### src/rtl/core/alpha_blend_clipped_blit_assert.svh
// Assertion macros used by the blitter RTL.
`ifndef ALPHA_BLEND_CLIPPED_BLIT_ASSERT_SVH
`define ALPHA_BLEND_CLIPPED_BLIT_ASSERT_SVH

// The consequent must hold in the same cycle as the antecedent.
`define ABCB_ASSERT_NOW(label, ante, cons) \
  label: assert property (@(posedge clk_i) disable iff (!rst_ni) (ante) |-> (cons)) \
    else $error("blitter check failed");

// The consequent must hold in the cycle after the antecedent.
`define ABCB_ASSERT_NEXT(label, ante, cons) \
  label: assert property (@(posedge clk_i) disable iff (!rst_ni) (ante) |=> (cons)) \
    else $error("blitter check failed");

`endif

### src/rtl/core/abcb_pkg.sv
package abcb_pkg;

  // Largest bitmap side that the counters cover.
  localparam int unsigned MaxSide = 1024;

  localparam int unsigned CountW  = 10;
  localparam int unsigned SideW   = 11;
  localparam int unsigned OriginW = 12;
  localparam int unsigned CfgW    = 12;
  localparam int unsigned IndexW  = 20;

  // Configuration register indexes.
  typedef enum logic [2:0] {
    RegOriginX      = 3'd0,
    RegOriginY      = 3'd1,
    RegBitmapWidth  = 3'd2,
    RegBitmapHeight = 3'd3,
    RegScreenWidth  = 3'd4,
    RegScreenHeight = 3'd5
  } cfg_reg_e;

  // What the first stage hands to the blend and address stage.
  typedef struct packed {
    logic [31:0]      src;
    logic [31:0]      dst;
    logic [SideW-1:0] col;
    logic [SideW-1:0] row;
    logic             on;
    logic             last;
  } stage_t;

  // A bitmap side of zero counts as one, anything above MaxSide as MaxSide.
  function automatic logic [SideW-1:0] eff_side(input logic [SideW-1:0] v);
    logic [SideW-1:0] r;
    if (v == '0) begin
      r = SideW'(1);
    end else if (v > SideW'(MaxSide)) begin
      r = SideW'(MaxSide);
    end else begin
      r = v;
    end
    return r;
  endfunction

  // round((d*(255-a) + s*a) / 255) with halves rounded up.
  // Adding 127 turns the rounding into a floor; the floor division by 255
  // is the usual add-and-shift form, exact for every sum that can occur here (at most 65152).
  function automatic logic [7:0] blend_chan(input logic [7:0] d, input logic [7:0] s,
                                            input logic [7:0] a);
    logic [15:0] n;
    logic [15:0] x;
    logic [15:0] q;
    n = 16'(16'(d) * 16'(8'hFF - a)) + 16'(16'(s) * 16'(a));
    x = n + 16'd127;
    q = x + 16'(x[15:8]) + 16'd1;
    return q[15:8];
  endfunction

endpackage

### src/rtl/core/alpha_blend_clipped_blit.sv
// Channel   | Direction | Handshake          | Payload
// ----------+-----------+--------------------+------------------------------------------
// input     | in        | in_valid/in_stall  | src_pixel, dest_pixel
// result    | out       | out_valid/out_stall| write_enable, pixel_index, blended_pixel, last
// config    | in        | cfg_we             | cfg_index, cfg_wdata
//
// One pixel is accepted per cycle while in_stall is low; results are registered.
// The first stage forms the screen position and clip test, the second the blend
// (two 8x8 products per channel) and the row times stride product of the index.
// Reset clears the valid bits and both counters and loads the register reset values.
// A stalled result holds; the input stage keeps accepting until both stages are full.
`include "alpha_blend_clipped_blit_assert.svh"

module alpha_blend_clipped_blit (
  input  logic        clk_i,
  input  logic        rst_ni,
  input  logic        cfg_we_i,
  input  logic [2:0]  cfg_index_i,
  input  logic [11:0] cfg_wdata_i,
  input  logic        in_valid_i,
  output logic        in_stall_o,
  input  logic [31:0] src_pixel_i,
  input  logic [31:0] dest_pixel_i,
  output logic        out_valid_o,
  input  logic        out_stall_i,
  output logic        write_enable_o,
  output logic [19:0] pixel_index_o,
  output logic [23:0] blended_pixel_o,
  output logic        last_o
);

  // Configuration registers.
  logic [abcb_pkg::OriginW-1:0] origin_x_q, origin_y_q;
  logic [abcb_pkg::SideW-1:0]   bitmap_width_q, bitmap_height_q;
  logic [abcb_pkg::SideW-1:0]   screen_width_q, screen_height_q;

  always_ff @(posedge clk_i or negedge rst_ni) begin
    if (!rst_ni) begin
      origin_x_q      <= '0;
      origin_y_q      <= '0;
      bitmap_width_q  <= abcb_pkg::SideW'(1);
      bitmap_height_q <= abcb_pkg::SideW'(1);
      screen_width_q  <= abcb_pkg::SideW'(abcb_pkg::MaxSide);
      screen_height_q <= abcb_pkg::SideW'(abcb_pkg::MaxSide);
    end else if (cfg_we_i) begin
      unique case (abcb_pkg::cfg_reg_e'(cfg_index_i))
        abcb_pkg::RegOriginX:      origin_x_q      <= cfg_wdata_i;
        abcb_pkg::RegOriginY:      origin_y_q      <= cfg_wdata_i;
        abcb_pkg::RegBitmapWidth:  bitmap_width_q  <= cfg_wdata_i[abcb_pkg::SideW-1:0];
        abcb_pkg::RegBitmapHeight: bitmap_height_q <= cfg_wdata_i[abcb_pkg::SideW-1:0];
        abcb_pkg::RegScreenWidth:  screen_width_q  <= cfg_wdata_i[abcb_pkg::SideW-1:0];
        abcb_pkg::RegScreenHeight: screen_height_q <= cfg_wdata_i[abcb_pkg::SideW-1:0];
        default: ;
      endcase
    end
  end

  // Pipeline flow control: a stage moves when the result register is free or drained.
  logic stage_valid_q, out_valid_q;
  logic advance, in_xfer;

  assign advance    = !out_valid_q || !out_stall_i;
  assign in_stall_o = stage_valid_q && !advance;
  assign in_xfer    = in_valid_i && !in_stall_o;

  // Position within the bitmap and the clip test.
  logic [abcb_pkg::CountW-1:0] col_count_q, row_count_q;
  logic [abcb_pkg::SideW-1:0]  bw_eff, bh_eff;
  logic                        end_col, end_row, last_now, on_now;
  logic signed [12:0]          pos_x, pos_y;

  always_comb begin
    bw_eff   = abcb_pkg::eff_side(bitmap_width_q);
    bh_eff   = abcb_pkg::eff_side(bitmap_height_q);
    end_col  = {1'b0, col_count_q} >= (bw_eff - abcb_pkg::SideW'(1));
    end_row  = {1'b0, row_count_q} >= (bh_eff - abcb_pkg::SideW'(1));
    last_now = end_col && end_row;
    pos_x    = $signed({origin_x_q[11], origin_x_q}) + $signed({3'b000, col_count_q});
    pos_y    = $signed({origin_y_q[11], origin_y_q}) + $signed({3'b000, row_count_q});
    on_now   = !pos_x[12] && !pos_y[12] &&
               (pos_x[11:0] < {1'b0, screen_width_q}) &&
               (pos_y[11:0] < {1'b0, screen_height_q});
  end

  // Counters step on every input transfer and wrap at the bitmap's edges.
  always_ff @(posedge clk_i or negedge rst_ni) begin
    if (!rst_ni) begin
      col_count_q <= '0;
      row_count_q <= '0;
    end else if (in_xfer) begin
      if (end_col) begin
        col_count_q <= '0;
        row_count_q <= end_row ? '0 : row_count_q + abcb_pkg::CountW'(1);
      end else begin
        col_count_q <= col_count_q + abcb_pkg::CountW'(1);
      end
    end
  end

  // Input stage register.
  abcb_pkg::stage_t stage_d, stage_q;

  always_comb begin
    stage_d.src  = src_pixel_i;
    stage_d.dst  = dest_pixel_i;
    stage_d.col  = pos_x[abcb_pkg::SideW-1:0];
    stage_d.row  = pos_y[abcb_pkg::SideW-1:0];
    stage_d.on   = on_now;
    stage_d.last = last_now;
  end

  always_ff @(posedge clk_i or negedge rst_ni) begin
    if (!rst_ni) begin
      stage_valid_q <= 1'b0;
    end else if (advance || in_xfer) begin
      stage_valid_q <= in_xfer;
    end
  end

  always_ff @(posedge clk_i) begin
    if (in_xfer) begin
      stage_q <= stage_d;
    end
  end

  // Blend and address: two products per channel and one for row times stride.
  logic [21:0] row_base;
  logic [19:0] index_d;
  logic [23:0] pixel_d;
  logic [7:0]  alpha;

  always_comb begin
    alpha    = stage_q.src[31:24];
    row_base = 22'(stage_q.row) * 22'(screen_width_q);
    index_d  = 20'(row_base + 22'(stage_q.col));
    pixel_d  = {abcb_pkg::blend_chan(stage_q.dst[23:16], stage_q.src[23:16], alpha),
                abcb_pkg::blend_chan(stage_q.dst[15:8],  stage_q.src[15:8],  alpha),
                abcb_pkg::blend_chan(stage_q.dst[7:0],   stage_q.src[7:0],   alpha)};
    if (!stage_q.on) begin
      index_d = '0;
      pixel_d = '0;
    end
  end

  // Result register.
  logic        we_q, last_q;
  logic [19:0] index_q;
  logic [23:0] pixel_q;

  always_ff @(posedge clk_i or negedge rst_ni) begin
    if (!rst_ni) begin
      out_valid_q <= 1'b0;
    end else if (advance) begin
      out_valid_q <= stage_valid_q;
    end
  end

  always_ff @(posedge clk_i) begin
    if (advance && stage_valid_q) begin
      we_q    <= stage_q.on;
      last_q  <= stage_q.last;
      index_q <= index_d;
      pixel_q <= pixel_d;
    end
  end

  assign out_valid_o     = out_valid_q;
  assign write_enable_o  = we_q;
  assign pixel_index_o   = index_q;
  assign blended_pixel_o = pixel_q;
  assign last_o          = last_q;

  // An off-screen result carries neither an index nor a color.
  `ABCB_ASSERT_NOW(a_offscreen_zero, out_valid_o && !write_enable_o,
                   pixel_index_o == '0 && blended_pixel_o == '0)
  // After the final pixel of a bitmap both counters start over.
  `ABCB_ASSERT_NEXT(a_counters_wrap, in_xfer && last_now,
                    col_count_q == '0 && row_count_q == '0)
  // A held item in the first stage reaches the result register once it can move.
  `ABCB_ASSERT_NEXT(a_stage_moves, stage_valid_q && advance, out_valid_q)

endmodule
### config.mk
export PLATFORM = sky130hd
export DESIGN_NAME = alpha_blend_clipped_blit
export DESIGN_NICKNAME = d
export VERILOG_FILES = /design/src/rtl/core/abcb_pkg.sv /design/src/rtl/core/alpha_blend_clipped_blit.sv
export VERILOG_INCLUDE_DIRS = /design/src /design/src/rtl/core
export SDC_FILE = /design/constraint.sdc
export NUM_CORES = 2
export LEC_CHECK = 0
export ABC_AREA = 1
export ABC_CLOCK_PERIOD_IN_PS = 16800
export BUFFER_PORTS_ARGS = -buffer_cell sky130_fd_sc_hd__buf_2
export CORE_MARGIN = 2
export CORE_UTILIZATION = 45
export DETAILED_ROUTE_END_ITERATION = 10
export PLACE_DENSITY_LB_ADDON = 0.08
export SYNTH_ARGS = -nofsm -noshare
export SYNTH_HDL_FRONTEND = slang
export SYNTH_SLANG_ARGS = --single-unit
### constraint.sdc
create_clock -name clk_i -period 16.8 [get_ports clk_i]
set_clock_uncertainty 0.2 [all_clocks]
set_input_delay 0.84 -clock clk_i [delete_from_list [all_inputs] [get_ports clk_i]]
set_output_delay 0.84 -clock clk_i [all_outputs]
set_load 0.03 [all_outputs]
==> metrics.txt <==
Final Hold Viols=0; Max Cap Viol=0; CTS tree=yes; met3 global-route usage=under 10%; Post-synth EDFFs=126; share of flip-flops with an asynchronous set or reset=41.7%; first-pass detailed-route iteration total=8; outcome=completed; setup violators final=0; synthesized area=29000 µm²; fin. max-slew vios=0; CP max-delay cell=clkinv_1; dominant cell type by area after synthesis=fa_1; Die Wd=258 µm; peak fanout along the critical path=31; post-synthesis sequential area ratio=20.8%; initial antenna violation count=3; fmax=121 MHz; Ports=approximately 130; most numerous cell in the Yosys netlist=inv_1; Syn Nets=4326; Req. time, crit path=16.95 ns; vias in the first global route=23561; Worst-path clk slew=0.06 ns; critical path endpoint category=register; Worst-Margin Slew=0.868 ns; 1st-iter DRT viols=1262; All-Layer GR Usage=22.3%; largest net degree at the start of global routing=between 50 and 60; setup TNS=0 ns; Max Buffers Root-to-Sink=3; clk_lat worst skew=0.60 ns; M2 GR Usage=around 37%; core area=between 60000 and 70000 µm²; GPL Wtd Cong=0.872; CP Class=reg2reg; CP arrival=8.40 ns; post-route worst setup slack=approximately 8.6 ns; grt met1 use=a little under a third; total grt overflow=0; Routed Antenna Nets=0; gate count after technology mapping=3537; Starting Density=45.2%; # DRC=0; CP dominant cell by count=nand2_1; Largest stage delay, worst path=0.80 ns; Top FF cell, synth=edfxtp_1; row cnt=93; dpl ws=approximately 8.6 ns; hold buffers post-CTS=0; die area=~66000 µm²; detailed placement HPWL=54.8 mm; r2r startpoint=alpha[5]; commonest cells in the netlist=886 x inv_1, 836 x nand2_1, 400 x fa_1; DR vias=roughly 22000; Post CTS Setup Buffer Count=0; wire length per cell=between 15 and 20 µm; area grow syn2layout=7.99%; worst reg-to-reg path cell count=33; syn_area_per_cell=8.20 µm²; unique cell type count in the Yosys netlist=47; # nets final=4391; reg2reg setup slack=8.55 ns; TritonCTS Sinks=~220; Yosys warnings=0; Slew headroom=42.2%; Die Ht=between 200 and 300 µm; crit start category=register; DR vias/cell=4.94; H-Tree Depth=1; top cells by area, synth=fa_1 28%, ha_1 13%, edfxtp_1 13%, inv_1 11%, nand2_1 11%; post-synth top area share=between 20% and 30%; RSZ-0062 raised after global routing=no; share of post-route cells with drive strength above 1=6.46%; total CTS buffers=29; fillcell total=between 6000 and 7000; register bit total from synthesis=216; Post-Route WL=70.5 mm; capture point of the worst reg-to-reg path=blended_pixel_o[19]; GR peak layer=met2; port bufs=123; period utilization=between 40 and 50%; Root Buffer=clkbuf_16; first-pass GRT wire length=roughly 120 mm; CTS resizes=0; HP Class=in2async; min cycle time layout=8.25 ns
[flip-flops by register name, summed over array words and instances, names as in the netlist, 11 cells and up]
register / count
origin_y_q: 12
bitmap_width_q: 11
stage_q: 72
blended_pixel_o: 24
pixel_index_o: 20
screen_width_q: 11
bitmap_height_q: 11
origin_x_q: 12
screen_height_q: 11
[cells in the final DEF (no fill, tap or decap), types with 10 or more instances in the layout]
master     instances
nand2_1          836
nand3_1          112
xor2_1            44
clkbuf_16         30
nor3_1            10
xnor2_1           32
o21ai_2           12
dfrtp_1           86
buf_4             14
edfxtp_1         126
nand4_1           24
a21oi_1          126
o21ai_0          123
fa_1             400
inv_1            886
nor2_1           230
buf_2            122
ha_1             305
[per-stage QoR]
stage	area [µm²]	instances	util, %	hold slack (ns)
detailed placement	30400	4426	47.4	0.216
global route	31300	4479	48.8	0.101
global placement	30400	4426	47.4	0.206
finish	31300	4480	48.8	0.0620
CTS	31300	4479	48.8	0.0532
floorplan	29000	3537	-	0.200
[layer usage]
metal | wire [µm] | vias up
met1 | 32400 | 10773
met5 | 23 | -
met4 | 2240 | 4
met2 | 31900 | 492
li1 | - | 10738
met3 | 3900 | 103
[logic make-up (layout without fill, tap and decap cells)]
group           Yosys count  after routing  synth area share, %
fa+ha+maj               705            705                 40.8
buf+inv                 996           1083                 13.0
simple gates           1242           1242                 17.2
xor+xnor                 82             82                 2.63
other cells               0              1                    0
flops                   216            216                 20.8
compound gates          296            296                 5.60
[area by class of cell]
cell class,count,area (µm²),area share [%]
diodes,1,2.50,0.00799
clock buffers,32,768,2.45
clock inverters,21,164,0.523
inverters,894,3360,10.7
multi-input cells,2325,19200,61.3
flip-flops and latches,216,6040,19.3
well taps,855,1070,3.42
repair buffers,136,716,2.29
[critical path: cells and delay by family, from the launching register on]
family	cells	cell delay, ns
buf+inv	9	1.57
simple gates	13	1.58
xor+xnor	1	0.27
flops	1	0.32
fa+ha+maj	8	3.81
compound gates	2	0.22
[worst max path at each step]
stage / from / to / slack (ns)
after floorplan: alpha[0] / blended_pixel_o[19] / 9.85
after global placement: alpha[1] / blended_pixel_o[19] / 8.66
after detailed placement: alpha[5] / blended_pixel_o[19] / 8.58
after CTS: alpha[5] / blended_pixel_o[19] / 8.50
after global routing: alpha[5] / blended_pixel_o[19] / 7.92
final: alpha[5] / blended_pixel_o[19] / 8.55
Power is not shown: default switching activity piles up to over one toggle a cycle in this logic, so the estimate is an artifact.
